[src/rtl/sprite_quad_vertex_transform_assert.svh]
// assertion macros shared by the sprite quad transform modules
`ifndef SPRITE_QUAD_VERTEX_TRANSFORM_ASSERT_SVH
`define SPRITE_QUAD_VERTEX_TRANSFORM_ASSERT_SVH

// same-cycle implication, clocked on aclk, off while in reset
`define SQVT_ASSERT_IMP(name, ante, cons, msg) \
    name: assert property (@(posedge aclk) disable iff (!aresetn) (ante) |-> (cons)) \
        else $error(msg);

// next-cycle implication, clocked on aclk, off while in reset
`define SQVT_ASSERT_NXT(name, ante, cons, msg) \
    name: assert property (@(posedge aclk) disable iff (!aresetn) (ante) |=> (cons)) \
        else $error(msg);

`endif

[src/rtl/sqvt_pkg.sv]
// types, widths and cordic tables for the sprite quad transform
package sqvt_pkg;

    localparam int CORDIC_STEPS = 44;
    localparam int IDX_W        = $clog2(CORDIC_STEPS);
    localparam int XY_FRAC      = 46;
    localparam int XY_W         = 48;
    localparam int ANG_FRAC     = 31;
    localparam int ANG_R_W      = 14;
    localparam int Z_W          = 47;

    localparam int TRIG_W       = 16;
    localparam int TRIG_FRAC    = 14;
    localparam int TRIG_SHIFT   = XY_FRAC - TRIG_FRAC;

    localparam int DIM_W        = 31;
    localparam int SCALE_W      = 16;
    localparam int COORD_W      = 32;
    localparam int HALF_W       = DIM_W + 1 + SCALE_W;
    localparam int OFF_W        = COORD_W + 1;
    localparam int MUL_W        = HALF_W + TRIG_W;
    localparam int PROD_W       = 62;
    localparam int SUM_W        = PROD_W + 1;
    localparam int ROT_SHIFT    = 23;
    localparam int ROT_W        = SUM_W - ROT_SHIFT;
    localparam int FIN_W        = ROT_W + 1;

    localparam real PI_R       = 3.14159265358979323846;
    localparam real ATAN_SCALE = (2.0 ** (16 + ANG_FRAC)) / (2.0 * PI_R);

    typedef enum logic [1:0] {QUAD_0, QUAD_1, QUAD_2, QUAD_3} quad_t;
    typedef enum logic [1:0] {CORNER_TL, CORNER_TR, CORNER_BL, CORNER_BR} corner_t;

    typedef struct packed {
        logic signed [XY_W-1:0] x;
        logic signed [XY_W-1:0] y;
        logic signed [Z_W-1:0]  z;
    } cordic_t;

    typedef struct packed {
        logic signed [HALF_W-1:0] a_prod;
        logic signed [HALF_W-1:0] b_prod;
        logic signed [OFF_W-1:0]  off_x;
        logic signed [OFF_W-1:0]  off_y;
        quad_t                    quad;
    } item_t;

    typedef logic signed [Z_W-1:0] atan_tab_t [CORDIC_STEPS];

    // atan(2^-i) in binary angle units scaled by 2^ANG_FRAC
    function automatic atan_tab_t build_atan_tab();
        atan_tab_t tab;
        for (int i = 0; i < CORDIC_STEPS; i++) begin
            tab[i] = Z_W'(longint'($atan(2.0 ** (-i)) * ATAN_SCALE));
        end
        return tab;
    endfunction

    // cordic length growth over all steps
    function automatic real cordic_growth();
        real g;
        g = 1.0;
        for (int i = 0; i < CORDIC_STEPS; i++) begin
            g = g * $sqrt(1.0 + 2.0 ** (-2 * i));
        end
        return g;
    endfunction

    localparam real                    CORDIC_K  = 1.0 / cordic_growth();
    localparam atan_tab_t              ATAN_TAB  = build_atan_tab();
    localparam logic signed [XY_W-1:0] CORDIC_X0 =
        XY_W'(longint'(CORDIC_K * (2.0 ** XY_FRAC)));
    localparam logic signed [XY_W-1:0] TRIG_HALF =
        {{(XY_W - TRIG_SHIFT){1'b0}}, 1'b1, {(TRIG_SHIFT - 1){1'b0}}};

endpackage

[src/rtl/sqvt_cordic_cell.sv]
// one cordic rotation cell with the sprite payload riding alongside
module sqvt_cordic_cell (
    input  logic                   aclk,
    input  logic                   aresetn,
    input  logic                   en,
    input  logic [sqvt_pkg::IDX_W-1:0] stage_idx,
    input  logic                   in_valid,
    input  sqvt_pkg::cordic_t      in_rot,
    input  sqvt_pkg::item_t        in_item,
    output logic                   out_valid,
    output sqvt_pkg::cordic_t      out_rot,
    output sqvt_pkg::item_t        out_item
);
    import sqvt_pkg::*;

    logic                   valid_reg;
    cordic_t                rot_reg;
    cordic_t                rot_next;
    item_t                  item_reg;
    logic                   rot_pos;
    logic signed [XY_W-1:0] x_sh;
    logic signed [XY_W-1:0] y_sh;
    logic signed [Z_W-1:0]  step_ang;

    assign rot_pos  = !in_rot.z[Z_W-1];
    assign x_sh     = $signed(in_rot.x) >>> stage_idx;
    assign y_sh     = $signed(in_rot.y) >>> stage_idx;
    assign step_ang = ATAN_TAB[stage_idx];

    always_comb begin
        if (rot_pos) begin
            rot_next.x = in_rot.x - y_sh;
            rot_next.y = in_rot.y + x_sh;
            rot_next.z = in_rot.z - step_ang;
        end else begin
            rot_next.x = in_rot.x + y_sh;
            rot_next.y = in_rot.y - x_sh;
            rot_next.z = in_rot.z + step_ang;
        end
    end

    always_ff @(posedge aclk) begin
        if (!aresetn) begin
            valid_reg <= 1'b0;
        end else if (en) begin
            valid_reg <= in_valid;
        end
    end

    always_ff @(posedge aclk) begin
        if (en) begin
            rot_reg  <= rot_next;
            item_reg <= in_item;
        end
    end

    assign out_valid = valid_reg;
    assign out_rot   = rot_reg;
    assign out_item  = item_reg;

endmodule

[config.mk]
export PLATFORM = sky130hd
export DESIGN_NAME = sqvt_cordic_cell
export DESIGN_NICKNAME = d
export VERILOG_FILES = /design/src/rtl/sprite_quad_vertex_transform_assert.svh /design/src/rtl/sqvt_pkg.sv /design/src/rtl/sqvt_cordic_cell.sv
export SDC_FILE = /design/constraint.sdc
export NUM_CORES = 1
export LEC_CHECK = 0
export BUFFER_PORTS_ARGS = -buffer_cell sky130_fd_sc_hd__buf_2
export CAP_MARGIN = 30
export CELL_PAD_IN_SITES_DETAIL_PLACEMENT = 0
export CELL_PAD_IN_SITES_GLOBAL_PLACEMENT = 1
export CORE_MARGIN = 2
export CORE_UTILIZATION = 40
export CTS_BUF_LIST = sky130_fd_sc_hd__clkbuf_8
export DETAILED_ROUTE_END_ITERATION = 8
export PLACE_DENSITY_LB_ADDON = 0.1
export SYNTH_ARGS = -nofsm -noshare
export SYNTH_HDL_FRONTEND = slang
export SYNTH_SLANG_ARGS = --single-unit
[constraint.sdc]
create_clock -name aclk -period 8.6 [get_ports aclk]
set_input_delay 0.43 -clock aclk [delete_from_list [all_inputs] [get_ports aclk]]
set_output_delay 0.43 -clock aclk [all_outputs]
set_load 0.02 [all_outputs]
==> metrics.log <==
INFO  metric outcome = finished clean
INFO  metric cts-resized-gates = 0
INFO  metric final_nets = 4370
INFO  metric initial_core_utilization = 40.5%
INFO  metric post_drt_wl_per_cell = 28.8 µm
INFO  metric ctsLongestPathBuffers = 3
INFO  metric preCtsSetupSlack = 524 ps
INFO  metric cp_slowest_cell = sky130_fd_sc_hd__a211oi_1
INFO  metric synth.yosys.warnings = 0
INFO  metric grt.overflow.total = 0
INFO  metric worst_ir_drop_vdd = 0.143 mV
INFO  metric finalCritPeriodShare = 87.4%
INFO  metric setup_tns = 0 ps
INFO  metric post_drt_via_cell_ratio = 6.25
INFO  metric worstMarginPinSlew = 1080 ps
INFO  metric mappedNetlistNets = 3561
INFO  metric post-place-cells = 4620
INFO  metric antenna_left = 0
INFO  metric gpl.final_weighted_congestion = 1.05
INFO  metric fmax = 133 MHz
INFO  metric rows = 99
INFO  metric numClockSinks = 308
INFO  metric regToRegEndpoint = out_valid
INFO  metric ys_seq_elements = 308
INFO  metric wire_length_of_the_first_global_routing_pass = 202000 µm
INFO  metric dp_hpwl = 110000 µm
INFO  metric cts-buffers-inserted = 53
INFO  metric static-leakage-power = 15.5 nW
INFO  metric path_class = input port to register
INFO  metric worstHoldPathCells = 3
INFO  metric async_reset_ff_share = 0%
INFO  metric r2r.worst_path.cells = 2
INFO  metric mappedNetlistArea = 29700 µm²
INFO  metric antenna_found_initial = 8
INFO  metric layout.cells.non_filler = 4890
INFO  metric setup.reg_to_reg.worst_slack = 8010 ps
INFO  metric area_growth_syn_to_layout = 25.0%
INFO  metric grt_pass1_vias = 30375
INFO  metric ys_seq_area_share = 31.1%
INFO  metric setup_viol = 0
INFO  metric synth_cells = 3072
INFO  metric postCtsSetupRepairBufs = 0
INFO  metric die-height = 276 µm
INFO  metric layout_min_cycle_time = 7510 ps
INFO  metric crit_path_end_kind = register
INFO  metric grt_start_max_net_pins = 121
INFO  metric post_synth_edffs = 307
INFO  metric hold_path.class = input port to register
INFO  metric ys_dominant_reg_cell = sky130_fd_sc_hd__edfxtp_1
INFO  metric timing.slew.headroom = 28.2%
INFO  metric timing.critical_path.arrival = 7940 ps
INFO  metric hold_violations = 0
INFO  metric fp.dieArea = 76400 µm²
INFO  metric critical_path.n_buffers_inverters = 6
INFO  metric cts_max_level = 2
INFO  metric postRouteWirelength = 141000 µm
INFO  metric design.core.area = 73200 µm²
INFO  metric dr_total_vias = 30553
INFO  metric path_delay_family = compound AO/OA/AOI/OAI gates
INFO  metric clock_skew = 0 ps
INFO  metric power.density_cell_area = 176 nW/µm²
INFO  metric worstSetupStartpointType = input port
INFO  metric ctsHoldBuffers = 165
INFO  metric worst_r2r_startpoint = out_valid
INFO  metric cp_data_required_time = 9030 ps
INFO  metric grt_setup_unrepaired = false
INFO  metric drt-initial-drc-count = 3467
INFO  metric postLayoutCoreUtil = 50.6%
INFO  metric worst_hold_path_endpoint = out_valid
INFO  metric timing_max_transition_violations_final = 0
INFO  metric drive_above_1_share = 27.0%
INFO  metric max_stage_delay = 720 ps
INFO  metric drt_drc_violations_left = 0
INFO  metric io_pins = 625
INFO  metric grt.total_usage = 35.3%
INFO  metric number_of_violations_of_the_max_capacitance_limit = 0
INFO  metric tritoncts = yes
INFO  metric syn_avg_cell_area = 9.66 µm²
INFO  metric clock-root-buffer = sky130_fd_sc_hd__clkbuf_8
INFO  metric setup_slack = 1090 ps
INFO  metric crit_path_frequent_cell = sky130_fd_sc_hd__buf_4
INFO  metric drt_pass1_iterations = 6
INFO  metric synth_cell_types = 103
INFO  metric finalPower = 6.51 mW
INFO  metric clk-insertion-delay-late = 630 ps
INFO  metric timing.hold.worst.start = in_valid
INFO  metric io_buffers = 624
INFO  metric die_width = 276 µm
INFO  metric worst_setup_hold_path_clk_slew = 60 ps
INFO  metric cp_max_fo = 30
[how the worst max path moves through the flow]
stage,start,to,cells after the start
CTS,stage_idx[1],out_rot[140],29
detailed placement,stage_idx[1],out_rot[140],29
finish,stage_idx[1],out_rot[140],29
floorplan,stage_idx[1],out_rot[44],33
global placement,stage_idx[1],out_rot[140],29
global route,stage_idx[1],out_rot[140],29
[metal layers]
metal	wire length [µm]	global-route usage [%]
met5	7	0
met4	10300	22.5
met3	10700	5.81
met2	66100	59.0
met1	53600	42.3
[worst reg2reg max path: stages, from the launching register on]
cell and delay, ps:
sky130_fd_sc_hd__dfxtp_1 310, sky130_fd_sc_hd__mux2i_1 120, sky130_fd_sc_hd__nor2b_1 60
[cell usage in the layout, fill, tap and decap left out, types with 107 or more instances in the layout]
| cell type | n |
|---|---|
| sky130_fd_sc_hd__ha_1 | 169 |
| sky130_fd_sc_hd__mux4_2 | 107 |
| sky130_fd_sc_hd__a21oi_1 | 263 |
| sky130_fd_sc_hd__buf_4 | 142 |
| sky130_fd_sc_hd__xnor2_1 | 164 |
| sky130_fd_sc_hd__edfxtp_1 | 307 |
| sky130_fd_sc_hd__nand2_1 | 215 |
| sky130_fd_sc_hd__dlygate4sd3_1 | 165 |
| sky130_fd_sc_hd__nor2_1 | 223 |
| sky130_fd_sc_hd__buf_2 | 618 |
| sky130_fd_sc_hd__o21ai_0 | 175 |
| sky130_fd_sc_hd__mux2i_1 | 133 |
[where the power goes]
group / switching [mW] / internal (mW) / leakage (nW)
Sequential: 0.0681 / 2.00 / 3.01
Clock: 0.625 / 0.672 / 0.592
Combinational: 1.96 / 1.18 / 11.9
Total: 2.65 / 3.86 / 15.5
[sequential cells by signal (all words and copies together), names as in the netlist]
| signal | flops |
|---|---|
| out_rot | 143 |
| out_item | 164 |
| out_valid | 1 |
[stage by stage]
| step | hold WS (ps) | area, µm² |
|---|---|---|
| after global routing | 48.4 | 37100 |
| after global placement | 515 | 34400 |
| after floorplan | 529 | 29700 |
| final | 63.3 | 37100 |
| after CTS | 15.0 | 37100 |
| after detailed placement | 521 | 34400 |
[Yosys cell counts, drive strengths merged (43+ instances only)]
cell type | instances | area [µm²]
edfxtp | 307 | 9220
a21oi | 263 | 1320
nor2 | 224 | 841
nand2 | 215 | 807
o21ai | 183 | 916
ha | 169 | 2110
xnor2 | 164 | 1440
mux2i | 133 | 1330
mux4 | 107 | 2410
buf | 97 | 571
a21o | 91 | 683
xor2 | 91 | 797
clkbuf | 88 | 332
inv | 61 | 229
mux2 | 61 | 691
nand3 | 59 | 300
a31oi | 58 | 363
nor2b | 43 | 269
[cell families after synthesis]
kind of cell	after synthesis	share of synthesized area, %
adder cells (fa/ha/maj)	172	7.33
AO/OA/AOI/OAI	996	22.1
buffers and inverters	249	3.85
flip-flops	308	31.1
AND/OR/NAND/NOR	791	13.1
multiplexers	301	14.9
XOR/XNOR	255	7.53
[layout make-up]
| class | instances | area [µm²] |
|---|---|---|
| fill | 6792 | 36100 |
| clock buffer | 57 | 785 |
| clock inverter | 40 | 239 |
| antenna | 8 | 20.0 |
| timing repair buffer | 939 | 6050 |
| tap | 959 | 1200 |
| sequential | 308 | 9240 |
| inverter | 64 | 240 |
| multi-input combinational | 2515 | 19300 |
Power figures use the tool's default switching activity.
