### src/rtl/sprite_quad_vertex_transform_assert.svh
// assertion macros shared by the sprite quad transform modules
`ifndef SPRITE_QUAD_VERTEX_TRANSFORM_ASSERT_SVH
`define SPRITE_QUAD_VERTEX_TRANSFORM_ASSERT_SVH

// same-cycle implication, clocked on aclk, off while in reset
`define SQVT_ASSERT_IMP(name, ante, cons, msg) \
    name: assert property (@(posedge aclk) disable iff (!aresetn) (ante) |-> (cons)) \
        else $error(msg);

// next-cycle implication, clocked on aclk, off while in reset
`define SQVT_ASSERT_NXT(name, ante, cons, msg) \
    name: assert property (@(posedge aclk) disable iff (!aresetn) (ante) |=> (cons)) \
        else $error(msg);

`endif

### src/rtl/sqvt_pkg.sv
// types, widths and cordic tables for the sprite quad transform
package sqvt_pkg;

    localparam int CORDIC_STEPS = 44;
    localparam int IDX_W        = $clog2(CORDIC_STEPS);
    localparam int XY_FRAC      = 46;
    localparam int XY_W         = 48;
    localparam int ANG_FRAC     = 31;
    localparam int ANG_R_W      = 14;
    localparam int Z_W          = 47;

    localparam int TRIG_W       = 16;
    localparam int TRIG_FRAC    = 14;
    localparam int TRIG_SHIFT   = XY_FRAC - TRIG_FRAC;

    localparam int DIM_W        = 31;
    localparam int SCALE_W      = 16;
    localparam int COORD_W      = 32;
    localparam int HALF_W       = DIM_W + 1 + SCALE_W;
    localparam int OFF_W        = COORD_W + 1;
    localparam int MUL_W        = HALF_W + TRIG_W;
    localparam int PROD_W       = 62;
    localparam int SUM_W        = PROD_W + 1;
    localparam int ROT_SHIFT    = 23;
    localparam int ROT_W        = SUM_W - ROT_SHIFT;
    localparam int FIN_W        = ROT_W + 1;

    localparam real PI_R       = 3.14159265358979323846;
    localparam real ATAN_SCALE = (2.0 ** (16 + ANG_FRAC)) / (2.0 * PI_R);

    typedef enum logic [1:0] {QUAD_0, QUAD_1, QUAD_2, QUAD_3} quad_t;
    typedef enum logic [1:0] {CORNER_TL, CORNER_TR, CORNER_BL, CORNER_BR} corner_t;

    typedef struct packed {
        logic signed [XY_W-1:0] x;
        logic signed [XY_W-1:0] y;
        logic signed [Z_W-1:0]  z;
    } cordic_t;

    typedef struct packed {
        logic signed [HALF_W-1:0] a_prod;
        logic signed [HALF_W-1:0] b_prod;
        logic signed [OFF_W-1:0]  off_x;
        logic signed [OFF_W-1:0]  off_y;
        quad_t                    quad;
    } item_t;

    typedef logic signed [Z_W-1:0] atan_tab_t [CORDIC_STEPS];

    // atan(2^-i) in binary angle units scaled by 2^ANG_FRAC
    function automatic atan_tab_t build_atan_tab();
        atan_tab_t tab;
        for (int i = 0; i < CORDIC_STEPS; i++) begin
            tab[i] = Z_W'(longint'($atan(2.0 ** (-i)) * ATAN_SCALE));
        end
        return tab;
    endfunction

    // cordic length growth over all steps
    function automatic real cordic_growth();
        real g;
        g = 1.0;
        for (int i = 0; i < CORDIC_STEPS; i++) begin
            g = g * $sqrt(1.0 + 2.0 ** (-2 * i));
        end
        return g;
    endfunction

    localparam real                    CORDIC_K  = 1.0 / cordic_growth();
    localparam atan_tab_t              ATAN_TAB  = build_atan_tab();
    localparam logic signed [XY_W-1:0] CORDIC_X0 =
        XY_W'(longint'(CORDIC_K * (2.0 ** XY_FRAC)));
    localparam logic signed [XY_W-1:0] TRIG_HALF =
        {{(XY_W - TRIG_SHIFT){1'b0}}, 1'b1, {(TRIG_SHIFT - 1){1'b0}}};

endpackage

### src/rtl/sqvt_trig_round.sv
// rounds the cordic result to q2.14 and maps it to the angle quadrant
module sqvt_trig_round (
    input  logic                           aclk,
    input  logic                           aresetn,
    input  logic                           en,
    input  logic                           in_valid,
    input  sqvt_pkg::cordic_t              in_rot,
    input  sqvt_pkg::item_t                in_item,
    output logic                           out_valid,
    output logic signed [sqvt_pkg::TRIG_W-1:0] cos_q,
    output logic signed [sqvt_pkg::TRIG_W-1:0] sin_q,
    output sqvt_pkg::item_t                out_item
);
    import sqvt_pkg::*;

    logic                     valid_reg;
    logic signed [XY_W-1:0]   c_sum;
    logic signed [XY_W-1:0]   s_sum;
    logic signed [TRIG_W-1:0] c0;
    logic signed [TRIG_W-1:0] s0;
    logic signed [TRIG_W-1:0] cos_reg;
    logic signed [TRIG_W-1:0] cos_next;
    logic signed [TRIG_W-1:0] sin_reg;
    logic signed [TRIG_W-1:0] sin_next;
    item_t                    item_reg;

    assign c_sum = in_rot.x + TRIG_HALF;
    assign s_sum = in_rot.y + TRIG_HALF;
    assign c0    = c_sum[TRIG_SHIFT +: TRIG_W];
    assign s0    = s_sum[TRIG_SHIFT +: TRIG_W];

    always_comb begin
        unique case (in_item.quad)
            QUAD_0: begin
                cos_next = c0;
                sin_next = s0;
            end
            QUAD_1: begin
                cos_next = -s0;
                sin_next = c0;
            end
            QUAD_2: begin
                cos_next = -c0;
                sin_next = -s0;
            end
            QUAD_3: begin
                cos_next = s0;
                sin_next = -c0;
            end
        endcase
    end

    always_ff @(posedge aclk) begin
        if (!aresetn) begin
            valid_reg <= 1'b0;
        end else if (en) begin
            valid_reg <= in_valid;
        end
    end

    always_ff @(posedge aclk) begin
        if (en) begin
            cos_reg  <= cos_next;
            sin_reg  <= sin_next;
            item_reg <= in_item;
        end
    end

    assign out_valid = valid_reg;
    assign cos_q     = cos_reg;
    assign sin_q     = sin_reg;
    assign out_item  = item_reg;

endmodule

### config.mk
export PLATFORM = sky130hd
export DESIGN_NAME = sqvt_trig_round
export DESIGN_NICKNAME = d
export VERILOG_FILES = /design/src/rtl/sprite_quad_vertex_transform_assert.svh /design/src/rtl/sqvt_pkg.sv /design/src/rtl/sqvt_trig_round.sv
export SDC_FILE = /design/constraint.sdc
export NUM_CORES = 1
export LEC_CHECK = 0
export BUFFER_PORTS_ARGS = -buffer_cell sky130_fd_sc_hd__clkbuf_2
export CAP_MARGIN = 20
export CORE_AREA = 3 3 195 197
export DETAILED_ROUTE_END_ITERATION = 12
export DIE_AREA = 0 0 198 200
export SLEW_MARGIN = 40
export SYNTH_ARGS = -nofsm -noshare
export SYNTH_HDL_FRONTEND = slang
export SYNTH_SLANG_ARGS = --single-unit
### constraint.sdc
create_clock -name aclk -period 3 [get_ports aclk]
set_input_delay 0.6 -clock aclk [delete_from_list [all_inputs] [get_ports aclk]]
set_output_delay 0.6 -clock aclk [all_outputs]
set_load 0.02 [all_outputs]
==> flow_summary_export.csv <==
group,metric,value,unit
power_and_ir_drop,cellPowerDensity,565,nW/µm²
clock_tree,tritoncts,"built",
timing,achievable-frequency,348,MHz
power_and_ir_drop,swShare,28.8,%
clock_tree,clkLatencyLatePin,0.44,ns
logic_synthesis,ys_async_sr_fraction,0,%
logic_synthesis,syn_avg_cell_area,14.5,µm²
placement,detailedPlacementHpwl,24000,µm
timing,worst_pin_slew,0.593,ns
logic_synthesis,yosys.cell_count.top_type,"sky130_fd_sc_hd__edfxtp_1",
floorplanning,placeableCoreArea,36400,µm²
timing,final.setup_skew,0,ns
power_and_ir_drop,clock_power_share,33.2,%
clock_tree,cts.clk_slew.worst_paths,0.08,ns
logic_synthesis,synthCells,571,
floorplanning,dieArea,39600,µm²
timing,relSlewSlack,60.5,%
global_route,grt_antenna_before_repair,1,
logic_synthesis,synth.largest_area_cell,"sky130_fd_sc_hd__edfxtp_1",
critical_path,worstPathMaxFanout,3,
power_and_ir_drop,switching_power,1950,µW
logic_synthesis,synth_warnings,0,
critical_path,cp-end-kind,"register",
clock_tree,buffer_cell_driving_the_clock_tree_root,"sky130_fd_sc_hd__clkbuf_16",
global_route,grt_pass1_wl,40500,µm
floorplanning,initial_utilization,22.7,%
global_route,grt_pass1_vias,6452,
final_layout,regArea,5910,µm²
clock_tree,ctsLongestPathBuffers,2,
final_layout,filler_cell_count,3714,
final_layout,layout_cell_share_with_drive_strength_beyond_1,50.0,%
power_and_ir_drop,power.sequential.fraction,49.6,%
logic_synthesis,synth_enable_flop_cells,196,
worst_hold_path,worstHoldPathType,"primary input to register",
route,routed_wl,29500,µm
critical_path,rr_startpoint,"out_valid",
route,first_iter_violations,372,
critical_path,ff2ff_path_depth,2,
placement,port-buffer-count,398,
floorplanning,die_height,200,µm
logic_synthesis,synth.cell_area,8290,µm²
run_status,outcome,"completed",
logic_synthesis,ys_types,59,
global_route,overflow,0,
clock_tree,number_of_hold_buffers_added_after_cts,0,
placement,dp_slack,-0.283,ns
floorplanning,row_count,70,
route,dr.pass1.iters,5,
final_layout,syn_to_final_growth,44.6,%
timing,grt_setup_unrepaired,"false",
logic_synthesis,synth_sequential_area_ratio,71.3,%
critical_path,critical_path_arrival,3.13,ns
clock_tree,htreeDepth,4,
route,routed-via-count,6704,
placement,place_congestion,0.833,
logic_synthesis,synth_commonest_cells,"sky130_fd_sc_hd__edfxtp_1 (196), sky130_fd_sc_hd__nand2_1 (43), sky130_fd_sc_hd__o21ai_0 (30), sky130_fd_sc_hd__xnor2_1 (29), sky130_fd_sc_hd__nor2_1 (21)",
power_and_ir_drop,p_total,6770,µW
job,max_cap_viol_count,0,
critical_path,startpoint_type,"primary input",
worst_hold_path,hold_path_startpoint,"in_item[44]",
power_and_ir_drop,total_leakage_power,0.00505,µW
critical_path,startpoint_of_the_most_critical_setup_path,"in_rot[126]",
clock_tree,cts_inserted_buffers,17,
clock_tree,post_cts_resized,0,
route,wl_per_cell,19.4,µm
clock_tree,cts.repair_timing.setup_buffer_count,0,
global_route,grt_usage,13.8,%
logic_synthesis,yosys_most_used_dff,"sky130_fd_sc_hd__edfxtp_1",
final_layout,finish.net_count,1355,
timing,hold_violations,0,
timing,finalCritPeriodShare,95.7,%
floorplanning,die_x,198,µm
power_and_ir_drop,internal_power,4820,µW
timing,post-route-worst-setup-slack,0.130,ns
logic_synthesis,synthTopCellsByArea,"sky130_fd_sc_hd__edfxtp_1 (71%), sky130_fd_sc_hd__xnor2_1 (3.1%), sky130_fd_sc_hd__nand2_1 (1.9%)",
final_layout,multiInputGateArea,2230,µm²
final_layout,antenna_cells,0,
power_and_ir_drop,p_comb_share,17.2,%
global_route,grt_max_degree,66,
timing,final_max_slew_viol_count,0,
route,detail-route-antenna-nets,0,
logic_synthesis,mappedNetlistNets,886,
timing,min_tclk_post_route,2.87,ns
timing,finalSetupViolCount,0,
floorplanning,boundary_pin_count,508,
route,via_per_inst,4.41,
critical_path,critical_path_class,"primary input to register",
worst_hold_path,hold_depth,1,
critical_path,critPathRequiredTime,3.26,ns
clock_tree,clock-sinks,197,
route,detail_route.drc_violations,0,
logic_synthesis,postSynthRegisterBits,197,
logic_synthesis,synth_top_area_share,71.0,%
power_and_ir_drop,vdd_ir_drop_max,376,µV
==> area by class of cell <==
type / instances / area share [%]
Clock buffer: 17 / 3.55
Sequential cell: 197 / 49.3
Clock inverter: 15 / 1.38
Inverter: 7 / 0.219
Timing Repair Buffer: 479 / 22.1
Tap cell: 468 / 4.89
Multi-Input combinational cell: 338 / 18.6
==> worst max-delay path, stage by stage <==
cell,delay (ns)
sky130_fd_sc_hd__clkbuf_2,0.10
sky130_fd_sc_hd__ha_2,0.30
sky130_fd_sc_hd__nor4_1,0.32
sky130_fd_sc_hd__a31oi_1,0.10
sky130_fd_sc_hd__a31o_1,0.22
sky130_fd_sc_hd__or4_4,0.51
sky130_fd_sc_hd__o311ai_0,0.49
sky130_fd_sc_hd__buf_4,0.20
sky130_fd_sc_hd__a21oi_1,0.06
sky130_fd_sc_hd__a211oi_1,0.23
==> placed cells by master, fill, tap and decap left out, drive strengths merged, types with 9 or more instances in the layout <==
cell type	instances
o21ai	30
mux2i	13
nand3	19
a211oi	16
xor2	17
inv	11
nand4	14
clkinv	9
nor4	11
nor2	21
edfxtp	196
clkbuf	415
a21oi	18
xnor2	29
nand2	43
buf	81
or3	10
==> per-layer routing <==
layer,part of all wire (%),track usage [%]
met1,37,15.5
met2,54,26.0
met3,8.4,4.38
met4,0.81,2.91
met5,0.044,0
==> flip-flops by register name (all words and copies together) (netlist names) <==
name and count:
sin_q 16, out_valid 1, out_item 164, cos_q 16
==> kinds of logic after synthesis <==
logic type               after synthesis  share of synthesized area (%)
flip-flops                           197                           71.3
adder cells (fa/ha/maj)                4                          0.604
XOR/XNOR                              46                           4.86
AND/OR/NAND/NOR                      167                           10.9
AO/OA/AOI/OAI                        108                           8.79
buffers and inverters                 36                           2.02
multiplexers                          13                           1.57
==> stage by stage <==
stage / util [%] / TNS, ns / cells / hold WS [ns] / area, µm²
after floorplan: - / -0.00655 / 571 / 0.589 / 8300
after global placement: 31.3 / -0.601 / 1489 / 0.499 / 11400
after detailed placement: 31.3 / -1.04 / 1489 / 0.513 / 11400
after CTS: 32.9 / 0 / 1521 / 0.302 / 12000
after global routing: 32.9 / 0 / 1521 / 0.305 / 12000
final: 32.9 / 0 / 1521 / 0.329 / 12000
==> path summary, 6_finish.rpt <==
path                  endpoint  slack (ns)
hold / removal    out_item[44]        0.33
setup / recovery     cos_q[15]        0.13
setup reg to reg     out_valid        2.41
hold reg to reg      out_valid        0.53
==> power groups by stage <==
| stage | Sequential [µW] | Combinational, µW | Clock (µW) |
|---|---|---|---|
| 3_5_place_dp | 3430 | 1180 | 0 |
| 2_1_floorplan | 3720 | 245 | 0 |
| 6_report | 3360 | 1160 | 2250 |
| 4_1_cts | 3370 | 1190 | 2330 |
| 3_3_place_gp | 3420 | 1170 | 0 |
| 5_1_grt | 3380 | 1250 | 2410 |
Power figures use the tool's default switching activity.
